### config.mk
export PLATFORM = sky130hd
export DESIGN_NAME = binary_to_radix_ascii_top
export DESIGN_NICKNAME = d
export VERILOG_FILES = /design/src/sv/b2ra_pkg.sv /design/src/sv/binary_to_radix_ascii_top.sv
export VERILOG_INCLUDE_DIRS = /design/src /design/src/sv
export SDC_FILE = /design/constraint.sdc
export NUM_CORES = 1
export LEC_CHECK = 0
export BUFFER_PORTS_ARGS = -buffer_cell sky130_fd_sc_hd__buf_4
export CAP_MARGIN = 20
export CORE_UTILIZATION = 60
export DETAILED_ROUTE_END_ITERATION = 7
export GPL_ROUTABILITY_DRIVEN = 0
export PLACE_DENSITY = 0.81
export SLEW_MARGIN = 10
export SYNTH_ARGS = -nofsm -noshare
export SYNTH_HDL_FRONTEND = slang
export SYNTH_SLANG_ARGS = --single-unit
### constraint.sdc
create_clock -name i_clk -period 53.5 [get_ports i_clk]
set_input_delay 10.7 -clock i_clk [delete_from_list [all_inputs] [get_ports i_clk]]
set_output_delay 10.7 -clock i_clk [all_outputs]
set_load 0.005 [all_outputs]
### src/sv/binary_to_radix_ascii_top_defines.svh
// ----------------------------------------------------------------------------
// Assertion macros for the radix ASCII converter
// Concurrent checks sampled on the rising clock edge, off during reset.
// ----------------------------------------------------------------------------
`ifndef BINARY_TO_RADIX_ASCII_TOP_DEFINES_SVH
`define BINARY_TO_RADIX_ASCII_TOP_DEFINES_SVH

// Condition in the same cycle implies a consequence in the same cycle.
`define B2RA_ASSERT_NOW(lbl, clk, rst_n, ante, cons, msg) \
    lbl: assert property (@(posedge clk) disable iff (!(rst_n)) (ante) |-> (cons)) \
        else $error(msg);

// Condition in one cycle implies a consequence in the next cycle.
`define B2RA_ASSERT_NEXT(lbl, clk, rst_n, ante, cons, msg) \
    lbl: assert property (@(posedge clk) disable iff (!(rst_n)) (ante) |=> (cons)) \
        else $error(msg);

`endif

### src/sv/b2ra_pkg.sv
// ----------------------------------------------------------------------------
// b2ra_pkg
// Shared constants and helper functions of the radix ASCII converter.
// ----------------------------------------------------------------------------
`timescale 1ns / 1ps

package b2ra_pkg;

    // Default sizes of the converter.
    localparam int VALUE_WIDTH_DEF = 64;
    localparam int MAX_DIGITS_DEF  = 64;

    // Fixed field widths.
    localparam int IN_DATA_W  = 64;
    localparam int RADIX_W    = 6;
    localparam int CHAR_W     = 7;
    localparam int COUNT_W    = 7;
    localparam int OUT_DATA_W = 16;

    // Dividend bits consumed by the shared divider in one cycle.
    localparam int BITS_PER_STEP = 8;

    // Radix register limits and reset value.
    localparam logic [RADIX_W-1:0] RADIX_MIN   = 6'd2;
    localparam logic [RADIX_W-1:0] RADIX_MAX   = 6'd36;
    localparam logic [RADIX_W-1:0] RADIX_RESET = 6'd10;

    // ASCII anchors for the digit characters.
    localparam logic [CHAR_W-1:0] ASCII_ZERO = 7'd48;
    localparam logic [CHAR_W-1:0] ASCII_A    = 7'd65;
    localparam logic [RADIX_W-1:0] DIGIT_NINE = 6'd9;
    localparam logic [RADIX_W-1:0] DIGIT_TEN  = 6'd10;

    // Clamp a written radix into the supported range.
    function automatic logic [RADIX_W-1:0] sat_radix(input logic [RADIX_W-1:0] wr);
        logic [RADIX_W-1:0] r;
        r = wr;
        if (wr < RADIX_MIN) begin
            r = RADIX_MIN;
        end else if (wr > RADIX_MAX) begin
            r = RADIX_MAX;
        end
        return r;
    endfunction

    // Map one digit value to its ASCII character.
    function automatic logic [CHAR_W-1:0] to_ascii(input logic [RADIX_W-1:0] d);
        logic [CHAR_W-1:0] c;
        if (d > DIGIT_NINE) begin
            c = CHAR_W'(d - DIGIT_TEN) + ASCII_A;
        end else begin
            c = CHAR_W'(d) + ASCII_ZERO;
        end
        return c;
    endfunction

endpackage

### src/sv/binary_to_radix_ascii_top.sv
// Usage:
// A value enters on the slave stream (i_s_axis_*), tdata holding the unsigned
// number. Only its low VALUE_WIDTH bits are converted. The master stream
// (o_m_axis_*) then returns one transaction per digit, most significant digit
// first; tlast marks the final digit, which also carries the digit count.
// The radix is written through the cfg channel, clamped to 2..36 and reset to 10;
// the user must write it only while the block is idle, which the block does not enforce.
// Timing: a single restoring divider retires 8 dividend bits per cycle and runs
// the whole padded value through it once for each digit. Every digit is then
// read back from the digit memory in ST_READ and shown in ST_OUT until the
// receiver takes it.
// The slave side is ready only while no value is in work.
// A synchronous active-low reset returns the block to idle, drops all valid
// outputs and restores radix 10. When the receiver holds tready low, the
// current digit stays on the master port unchanged until it is taken.
`timescale 1ns / 1ps

`include "binary_to_radix_ascii_top_defines.svh"

// ----------------------------------------------------------------------------
// binary_to_radix_ascii_top
// Converts an unsigned integer into ASCII digits in a programmable radix.
// ----------------------------------------------------------------------------
module binary_to_radix_ascii_top
    import b2ra_pkg::*;
#(
    parameter int VALUE_WIDTH = VALUE_WIDTH_DEF,
    parameter int MAX_DIGITS  = MAX_DIGITS_DEF
) (
    input  logic                  i_clk,
    input  logic                  i_rst_n,
    // Configuration write channel.
    input  logic                  i_cfg_valid,
    output logic                  o_cfg_ready,
    input  logic [RADIX_W-1:0]    i_cfg_data,     // [5:0] radix
    // Slave stream.
    input  logic                  i_s_axis_tvalid,
    output logic                  o_s_axis_tready,
    input  logic [IN_DATA_W-1:0]  i_s_axis_tdata, // [63:0] value
    // Master stream.
    output logic                  o_m_axis_tvalid,
    input  logic                  i_m_axis_tready,
    output logic [OUT_DATA_W-1:0] o_m_axis_tdata, // [6:0] digit_char, [13:7] digit_count,
                                                  // [15:14] zero
    output logic                  o_m_axis_tlast
);

    // Derived sizes.
    localparam int STEPS   = (VALUE_WIDTH + BITS_PER_STEP - 1) / BITS_PER_STEP;
    localparam int PAD_W   = STEPS * BITS_PER_STEP;
    localparam int STEP_W  = (STEPS > 1) ? $clog2(STEPS) : 1;
    localparam int ADDR_W  = $clog2(MAX_DIGITS);
    localparam int CNT_W   = $clog2(MAX_DIGITS + 1);
    localparam int REM_W   = RADIX_W + 1;

    typedef enum logic [1:0] {
        ST_IDLE,
        ST_DIV,
        ST_READ,
        ST_OUT
    } t_state_e;

    t_state_e            r_state, n_state;
    logic [RADIX_W-1:0]  r_radix, n_radix;
    logic [PAD_W-1:0]    r_quot, n_quot;
    logic [RADIX_W-1:0]  r_rem, n_rem;
    logic [STEP_W-1:0]   r_step, n_step;
    logic [CNT_W-1:0]    r_cnt, n_cnt;
    logic [ADDR_W-1:0]   r_rd_ptr, n_rd_ptr;
    logic [RADIX_W-1:0]  r_rd_data;

    logic [RADIX_W-1:0]  mem_digits [MAX_DIGITS];

    logic [REM_W-1:0]    d_rem;
    logic [PAD_W-1:0]    d_quot;
    logic                digit_done;
    logic                digit_wr;
    logic                in_xfer;
    logic                out_xfer;
    logic                last_digit;

    // Shared divider: restoring division over BITS_PER_STEP dividend bits.
    always_comb begin
        d_rem  = REM_W'(r_rem);
        d_quot = r_quot;
        for (int i = 0; i < BITS_PER_STEP; i++) begin
            d_rem  = {d_rem[RADIX_W-1:0], d_quot[PAD_W-1]};
            d_quot = {d_quot[PAD_W-2:0], 1'b0};
            if (d_rem >= REM_W'(r_radix)) begin
                d_rem     = d_rem - REM_W'(r_radix);
                d_quot[0] = 1'b1;
            end
        end
    end

    // Handshake terms.
    assign o_cfg_ready     = 1'b1;
    assign o_s_axis_tready = (r_state == ST_IDLE);
    assign o_m_axis_tvalid = (r_state == ST_OUT);
    assign in_xfer         = i_s_axis_tvalid && o_s_axis_tready;
    assign out_xfer        = o_m_axis_tvalid && i_m_axis_tready;
    assign last_digit      = (r_rd_ptr == '0);
    assign digit_done      = (r_step == STEP_W'(STEPS - 1));
    assign digit_wr        = (r_state == ST_DIV) && digit_done;

    // Sequencer next-state logic.
    always_comb begin
        n_state  = r_state;
        n_radix  = r_radix;
        n_quot   = r_quot;
        n_rem    = r_rem;
        n_step   = r_step;
        n_cnt    = r_cnt;
        n_rd_ptr = r_rd_ptr;

        if (i_cfg_valid && o_cfg_ready) begin
            n_radix = sat_radix(i_cfg_data);
        end

        case (r_state)
            ST_IDLE: begin
                if (in_xfer) begin
                    n_quot  = PAD_W'(i_s_axis_tdata[VALUE_WIDTH-1:0]);
                    n_rem   = '0;
                    n_step  = '0;
                    n_cnt   = '0;
                    n_state = ST_DIV;
                end
            end
            ST_DIV: begin
                n_quot = d_quot;
                n_rem  = d_rem[RADIX_W-1:0];
                n_step = r_step + 1'b1;
                if (digit_done) begin
                    n_rem  = '0;
                    n_step = '0;
                    n_cnt  = r_cnt + 1'b1;
                    if ((d_quot == '0) || (r_cnt == CNT_W'(MAX_DIGITS - 1))) begin
                        n_rd_ptr = r_cnt[ADDR_W-1:0];
                        n_state  = ST_READ;
                    end
                end
            end
            ST_READ: begin
                n_state = ST_OUT;
            end
            ST_OUT: begin
                if (out_xfer) begin
                    if (last_digit) begin
                        n_state = ST_IDLE;
                    end else begin
                        n_rd_ptr = r_rd_ptr - 1'b1;
                        n_state  = ST_READ;
                    end
                end
            end
            default: begin
                n_state = ST_IDLE;
            end
        endcase
    end

    // State and sequencer registers.
    always_ff @(posedge i_clk) begin
        if (!i_rst_n) begin
            r_state  <= ST_IDLE;
            r_radix  <= RADIX_RESET;
            r_quot   <= '0;
            r_rem    <= '0;
            r_step   <= '0;
            r_cnt    <= '0;
            r_rd_ptr <= '0;
        end else begin
            r_state  <= n_state;
            r_radix  <= n_radix;
            r_quot   <= n_quot;
            r_rem    <= n_rem;
            r_step   <= n_step;
            r_cnt    <= n_cnt;
            r_rd_ptr <= n_rd_ptr;
        end
    end

    // Digit memory: written least significant first, read back in reverse.
    always_ff @(posedge i_clk) begin
        if (digit_wr) begin
            mem_digits[r_cnt[ADDR_W-1:0]] <= d_rem[RADIX_W-1:0];
        end
        r_rd_data <= mem_digits[r_rd_ptr];
    end

    // Output payload.
    assign o_m_axis_tlast = last_digit;
    assign o_m_axis_tdata = {2'b00,
                             (last_digit ? COUNT_W'(r_cnt) : COUNT_W'(0)),
                             to_ascii(r_rd_data)};

    // Checks.
    `B2RA_ASSERT_NOW(a_no_overlap, i_clk, i_rst_n, o_m_axis_tvalid, !o_s_axis_tready, "input ready while a digit is shown")
    `B2RA_ASSERT_NOW(a_radix_range, i_clk, i_rst_n, 1'b1, (r_radix >= RADIX_MIN) && (r_radix <= RADIX_MAX), "radix out of range")
    `B2RA_ASSERT_NOW(a_count_range, i_clk, i_rst_n, o_m_axis_tvalid && o_m_axis_tlast, (r_cnt != '0) && (r_cnt <= CNT_W'(MAX_DIGITS)), "bad digit count")
    `B2RA_ASSERT_NEXT(a_done_idle, i_clk, i_rst_n, out_xfer && o_m_axis_tlast, !o_m_axis_tvalid && o_s_axis_tready, "no return to idle after last digit")

endmodule

* After elaboration in Yosys (flattened, before gate mapping)
Memory sizes are Yosys's and may differ from the RTL's. A register that Yosys moved wholly into a read port is not among the register bits.
Index checks and enable logic that the tools add are counted.
** Word-level totals
- Flip-flop bits (word level) :: 94
- Memory bits (writable) :: 384
- Input port bits :: 75
- Output and inout bits :: 20
- Word-level logic and storage cells :: 100
- Memories kept :: 1
** Memories
- mem_digits :: words 64, bits a word 6, rd ports 1, clocked after memory_dff 1, write ports 1, RTL line binary_to_radix_ascii_top.sv:72 : logic [RADIX_W-1:0] mem_digits [MAX_DIGITS];
** Operators by class
- $add $sub $neg :: 14
- Magnitude comparators :: 11
- Equal/unequal tests :: 10
- Multiplexer cells :: 44
- Reduce and logical (&&, ||, !) cells :: 13
** Operators with widths (number)
- 64-bit case mux with 2 select lines :: 1
- 6-bit 2-to-1 mux :: 16
- 64-bit logical NOT :: 1
- 64-bit 2-to-1 mux :: 1
- 7-bit by 6-bit >= comparator with 1-bit output :: 8
- 6-bit subtractor :: 8
- 7-bit 2-to-1 mux :: 4
- 6-bit case mux with 2 select lines :: 2
- 7-bit case mux with 2 select lines :: 1
- 1-bit 2-to-1 mux :: 10
- 2-bit 2-to-1 mux :: 5
- 2-bit case mux with 4 select lines :: 1
- 6-bit by 6-bit adder with 7-bit output (second input constant) :: 1
- 7-bit by 1-bit adder with 7-bit output (second input constant) :: 1
- 7-bit adder (second input constant) :: 1
- 7-bit by 6-bit equality test with 1-bit output (second input constant) :: 1
- 6-bit by 4-bit subtractor with 7-bit output (second input constant) :: 1
- 6-bit by 4-bit greater-than comparator with 1-bit output (second input constant) :: 1
- 6-bit greater-than comparator (second input constant) :: 1
- 6-bit logical NOT :: 1
- 6-bit by 2-bit less-than comparator with 1-bit output (second input constant) :: 1
- 3-bit 2-to-1 mux :: 2
- 2-bit by 1-bit inequality test with 1-bit output (second input constant) :: 3
- 3-bit case mux with 2 select lines :: 1
- other kinds (14) :: 19

* Logic depth before layout (Yosys ltp)
- Depth after elaboration :: 21
- Gate-level depth with buffers :: 84
- Gate-level depth less buffers :: 79

* Worst setup path before layout
OpenSTA, ideal clock, no wires.
- Path type :: register -> register
- Start point :: register r_radix[1]
- End point :: memory mem_digits[0][0], data pin
- Library setup time :: 571 ps
- Arrival :: 16719 ps
- Data required time :: 52929 ps
- Setup slack :: 36210 ps
- Stages on the path, launching flop included :: 76
- Buffers on the path :: 3
- Clock period less this slack :: 17290 ps
- Path through :: dfxtp_1 > inv_1 > ha_1 > a21oi_1 > o21ai_2 > a41oi_2 > buf_6 > mux2_2 > ha_1 > a21oi_1 > nand2_1 > o21bai_1 > a221o_1 > o21ai_0 > nand2_1 > ha_1 > a21o_1 > a21oi_1 > (+40 left out) > a21o_1 > a211o_1 > a31oi_1 > o21ai_2 > or2_1 > buf_6 > o21ai_1 > inv_1 > ha_1 > nor2b_1 > o21ai_0 > nand2b_1 > a31o_2 > a21o_1 > a21o_1 > a21oi_1 > o211ai_4 > mux2i_1
** On the way
- Longest elaborated chain between the ends :: 16
- Elaborated cells on any way between the ends :: 23
- Classes of those cells :: add/sub: 7; order compare: 8; mux: 8
** RTL lines
- start: declaration :: RTL line binary_to_radix_ascii_top.sv:64 : logic [RADIX_W-1:0] r_radix, n_radix;
- start signal: assignment :: RTL line binary_to_radix_ascii_top.sv:175 : r_radix <= n_radix;
- 6-bit subtractor or 7-bit by 6-bit >= comparator with 1-bit output (tied branches) :: RTL line binary_to_radix_ascii_top.sv:90, binary_to_radix_ascii_top.sv:89
- 6-bit 2-to-1 mux :: RTL line binary_to_radix_ascii_top.sv:89 : if (d_rem >= REM_W'(r_radix)) begin
- 6-bit subtractor or 7-bit by 6-bit >= comparator with 1-bit output (tied branches) :: RTL line binary_to_radix_ascii_top.sv:90, binary_to_radix_ascii_top.sv:89
- 6-bit 2-to-1 mux :: RTL line binary_to_radix_ascii_top.sv:89
- 6-bit subtractor or 7-bit by 6-bit >= comparator with 1-bit output (tied branches) :: RTL line binary_to_radix_ascii_top.sv:90, binary_to_radix_ascii_top.sv:89
- 6-bit 2-to-1 mux :: RTL line binary_to_radix_ascii_top.sv:89
- 6-bit subtractor or 7-bit by 6-bit >= comparator with 1-bit output (tied branches) :: RTL line binary_to_radix_ascii_top.sv:90, binary_to_radix_ascii_top.sv:89
- 6-bit 2-to-1 mux :: RTL line binary_to_radix_ascii_top.sv:89
- 6-bit subtractor or 7-bit by 6-bit >= comparator with 1-bit output (tied branches) :: RTL line binary_to_radix_ascii_top.sv:90, binary_to_radix_ascii_top.sv:89
- 6-bit 2-to-1 mux :: RTL line binary_to_radix_ascii_top.sv:89
- 7-bit by 6-bit >= comparator with 1-bit output or 6-bit subtractor (tied branches) :: RTL line binary_to_radix_ascii_top.sv:89, binary_to_radix_ascii_top.sv:90
- 6-bit 2-to-1 mux :: RTL line binary_to_radix_ascii_top.sv:89
- 6-bit subtractor or 7-bit by 6-bit >= comparator with 1-bit output (tied branches) :: RTL line binary_to_radix_ascii_top.sv:90, binary_to_radix_ascii_top.sv:89
- 6-bit 2-to-1 mux :: RTL line binary_to_radix_ascii_top.sv:89
- 7-bit by 6-bit >= comparator with 1-bit output (*) :: RTL line binary_to_radix_ascii_top.sv:89
- 6-bit 2-to-1 mux (*) :: RTL line binary_to_radix_ascii_top.sv:89
- net d_rem[0] :: RTL line binary_to_radix_ascii_top.sv:74 : logic [REM_W-1:0] d_rem;
- end: declaration :: RTL line binary_to_radix_ascii_top.sv:72
The timed path passes the listed nets; every way through them passes the cells marked *.

* Final worst setup path
- Start point :: register r_radix[1]
- End point :: register r_rd_ptr[4]
** On the way
- Longest elaborated chain between the ends :: 20
- Elaborated cells on any way between the ends :: 34
- Classes of those cells :: add/sub: 7; order compare: 8; eq/ne: 1; mux: 15; reduce/logical: 3
** RTL lines
- 6-bit subtractor or 7-bit by 6-bit >= comparator with 1-bit output (tied branches) :: RTL line binary_to_radix_ascii_top.sv:90, binary_to_radix_ascii_top.sv:89
- 6-bit 2-to-1 mux :: RTL line binary_to_radix_ascii_top.sv:89
- 6-bit subtractor or 7-bit by 6-bit >= comparator with 1-bit output (tied branches) :: RTL line binary_to_radix_ascii_top.sv:90, binary_to_radix_ascii_top.sv:89
- 6-bit 2-to-1 mux :: RTL line binary_to_radix_ascii_top.sv:89
- 6-bit subtractor or 7-bit by 6-bit >= comparator with 1-bit output (tied branches) :: RTL line binary_to_radix_ascii_top.sv:90, binary_to_radix_ascii_top.sv:89
- 6-bit 2-to-1 mux :: RTL line binary_to_radix_ascii_top.sv:89
- 6-bit subtractor or 7-bit by 6-bit >= comparator with 1-bit output (tied branches) :: RTL line binary_to_radix_ascii_top.sv:90, binary_to_radix_ascii_top.sv:89
- 6-bit 2-to-1 mux :: RTL line binary_to_radix_ascii_top.sv:89
- (+4 left out)
- 6-bit subtractor or 7-bit by 6-bit >= comparator with 1-bit output (tied branches) :: RTL line binary_to_radix_ascii_top.sv:90, binary_to_radix_ascii_top.sv:89
- 6-bit 2-to-1 mux :: RTL line binary_to_radix_ascii_top.sv:89
- 7-bit by 6-bit >= comparator with 1-bit output :: RTL line binary_to_radix_ascii_top.sv:89
- 1-bit 2-to-1 mux :: RTL line binary_to_radix_ascii_top.sv:89
- 64-bit logical NOT (*) :: RTL line binary_to_radix_ascii_top.sv:138 : if ((d_quot == '0) || (r_cnt == CNT_W'(MAX_DIGITS - 1))) begin
- 1-bit logical OR (*) :: RTL line binary_to_radix_ascii_top.sv:138
- 2-bit by 1-bit inequality test with 1-bit output (no line) (*)
- 5-bit AND reduction (no line) (*)
- end signal: assignment :: RTL line binary_to_radix_ascii_top.sv:180 : r_rd_ptr <= n_rd_ptr;
- end: declaration :: RTL line binary_to_radix_ascii_top.sv:69 : logic [ADDR_W-1:0] r_rd_ptr, n_rd_ptr;
Every way passes the cells marked *; elsewhere a longest branch is shown, timed or not.
A chain may end at the register's enable or synchronous reset.

==> impl_metrics.env <==
export IMPL_final_hold_viol_count=0
export IMPL_drv_slew=0
export IMPL_busiest_layer="met2"
export IMPL_hold_slack_ps=489.7
export IMPL_antennaDiodeCount=0
export IMPL_start_util_pct=60.99
export IMPL_overflow=0
export IMPL_met2_usage_pct=49.74
export IMPL_dieArea_um2=38080
export IMPL_rows=70
export IMPL_cts_buffer_depth=3
export IMPL_clkSinkCount=484
export IMPL_synth_edf_count=384
export IMPL_synth_seq_cells=484
export IMPL_wl_per_cell_um=26.72
export IMPL_grt_use_total_pct=30.94
export IMPL_viasPerCell=6.736
export IMPL_layout_nets=1799
export IMPL_tns_ps=0
export IMPL_drive_above_1_share_pct=21.23
export IMPL_stdcell_count=2164
export IMPL_async_reset_ff_share_pct=0
export IMPL_fmax_ghz=0.05189
export IMPL_numPortBuffers=91
export IMPL_slowest_delay_ps=710
export IMPL_ys_types=83
export IMPL_io_pin_count=95
export IMPL_yosysSeqAreaShare_pct=60.47
export IMPL_die_y_um=195.1
export IMPL_first_global_vias=14460
export IMPL_crit_type="reg2reg"
export IMPL_coreArea_um2=36700
export IMPL_fillers=2366
export IMPL_globalRouteMet3Util_pct=5.112
export IMPL_worst_slew_pin_slew_ps=1071
export IMPL_cts_inserted_buffers=47
export IMPL_min_period_over_period_pct=36.02
export IMPL_status="finished, final reports clean"
export IMPL_start_kind="flip-flop"
export IMPL_htree_levels=2
export IMPL_cts_clk_slew_worst_paths_ps=60
export IMPL_crit_arrival_ps=19680
export IMPL_ys_warn_count=0
export IMPL_path_max_fanout=18
export IMPL_avgSynthCellArea_um2=14.01
export IMPL_worstHoldPathType="reg2reg"
export IMPL_cts_root_buf="clkbuf_16"
export IMPL_grt_pass1_wl_um=87820
export IMPL_critical_path_buf_inv_count=4
export IMPL_dp_hpwl_um=34640
export IMPL_cts_tree="built"
export IMPL_num_vias=14580
export IMPL_rrSetupSlack_ps=34230
export IMPL_clock_latency_ps=560
export IMPL_cp_required_ps=53910
export IMPL_antenna_found_initial=0
export IMPL_wl_um=57830
export IMPL_skew_ps=14.91
export IMPL_synth_cells=1598
export IMPL_grtUsageMet1_pct=41.42
export IMPL_max_slew_margin_pct=28.61
export IMPL_yosys_most_used_dff="edfxtp_1"
export IMPL_rsz0062_at_grt="no"
export IMPL_fp_dieW_um=195.1
export IMPL_grt_start_max_net_pins=118
export IMPL_drt_initial_drc_count=1597
export IMPL_path_delay_family="compound AO/OA/AOI/OAI gates"
export IMPL_dp_cells=2078
export IMPL_post_cts_buffers=0
export IMPL_crit_slowest_cell="dfxtp_1"
export IMPL_drc_errors=0
export IMPL_drt_pass1_iter_count=8
export IMPL_cts_hold_fix_buffers=0
export IMPL_setup_viol=0
export IMPL_end_kind="flip-flop"
export IMPL_synth_area_um2=22380
export IMPL_area_growth_pct=11.77
export IMPL_finalCriticalPeriod_ps=19270
export IMPL_cts_resized=0
export IMPL_detail_route_antenna_nets=0
export IMPL_cap_violations=0
==> per-layer routing <==
layer | wire [um] | part of all wire (%) | vias up
met4 | 3048 | 5.3 | 0
met5 | 0 | 0 | -
met1 | 21790 | 38 | 7229
met3 | 4730 | 8.2 | 208
li1 | - | - | 6295
met2 | 28260 | 49 | 844
==> cells in the mapped netlist, types with 3 or more instances <==
cell type / n / area (um^2)
a22o_1: 3 / 26.28
a32o_1: 6 / 60.06
nor2b_1: 9 / 56.30
clkbuf_1: 68 / 255.2
o211ai_1: 6 / 45.04
nand3_1: 15 / 75.07
nor3_1: 12 / 60.06
nand4b_1: 4 / 35.03
ha_1: 57 / 713.2
dfxtp_1: 100 / 2002
mux2_2: 13 / 146.4
a211oi_1: 3 / 22.52
nand4_1: 12 / 75.07
buf_4: 3 / 22.52
fa_1: 8 / 160.2
o31ai_1: 5 / 37.54
o21a_1: 6 / 45.04
o21ai_0: 47 / 235.2
a31oi_1: 5 / 31.28
nor4_1: 17 / 106.4
a22oi_1: 4 / 30.03
mux4_2: 124 / 2793
a311oi_1: 56 / 490.5
nor3b_1: 4 / 30.03
mux2_4: 7 / 105.1
a21o_1: 14 / 105.1
nand2b_1: 14 / 87.58
a221oi_1: 4 / 35.03
buf_1: 17 / 63.81
edfxtp_1: 384 / 11530
xnor2_1: 21 / 183.9
xor2_1: 16 / 140.1
mux2i_1: 16 / 160.2
nand2_1: 160 / 600.6
nor2_1: 178 / 668.1
and3_1: 9 / 56.30
inv_1: 49 / 183.9
a21oi_1: 52 / 260.3
o22ai_1: 3 / 18.77
or3_1: 6 / 37.54
==> flip-flops by register name, summed over array words and instances (netlist names) <==
signal / cells
r_cnt: 7
r_radix: 6
r_rem: 6
r_quot: 64
r_rd_ptr: 6
r_rd_data: 6
r_step: 3
mem_digits: 384
r_state: 2
==> area by class of cell <==
class | instances | area, um^2 | share of cell area (%)
clock buffer | 51 | 1232 | 4.927
clock inverter | 35 | 364.1 | 1.456
inverter | 51 | 191.4 | 0.7653
multi-input combinational | 973 | 8334 | 33.32
sequential | 484 | 13540 | 54.13
tap | 468 | 585.6 | 2.341
timing repair buffer | 102 | 765.7 | 3.061
==> path summary, 6_finish.rpt <==
kind	depth (start not counted)	endpoint	start
max reg2reg	76	r_rd_ptr[4]	r_radix[1]
min reg2reg	2	r_quot[27]	r_quot[19]
max	76	r_rd_ptr[4]	r_radix[1]
min	2	r_quot[27]	r_quot[19]
==> worst reg2reg max path, delay by kind of cell, from the launching register on <==
family	cells	cell delay, ps
AOI/OAI and AO/OA	41	10110
and+or+nand+nor	20	3900
adders and majority gates	8	2460
muxes	3	1210
DFF	1	710
buffers and inverters	4	690
==> metrics by stage <==
stage          setup WS, ps  util, %  area (um^2)
5_1_grt               32950    68.17        25020
4_1_cts               34520    68.17        25020
6_report              34230    68.17        25020
3_5_place_dp          34640    63.82        23420
2_1_floorplan         36210        -        22390
3_3_place_gp          35350    63.82        23420
==> layout by cell type (no fill, tap or decap), types with 17 or more instances in the layout <==
cell type	Yosys	routed
buf_4	3	102
clkbuf_16	0	48
nor2_1	178	176
dfxtp_1	100	97
o21ai_0	47	47
xnor2_1	21	21
mux4_2	124	124
nor4_1	17	17
inv_1	49	49
a311oi_1	56	56
a21oi_1	52	52
edfxtp_1	384	384
nand2_1	160	159
ha_1	57	57
==> cells by family (layout without fill, tap and decap cells) <==
family	count (synthesis)	in the layout	share of synthesized area, %
DFF	484	484	60.47
and+or+nand+nor	459	459	9.157
AOI/OAI and AO/OA	248	248	8.112
muxes	161	161	14.38
buffers and inverters	142	239	2.504
adders and majority gates	65	65	3.902
xor gates and xnor gates	37	37	1.448
other	2	3	0.03355
Power is left out: the tool's default activity adds up to more than one toggle a clock period on the data nets, which glitch-free logic cannot reach.
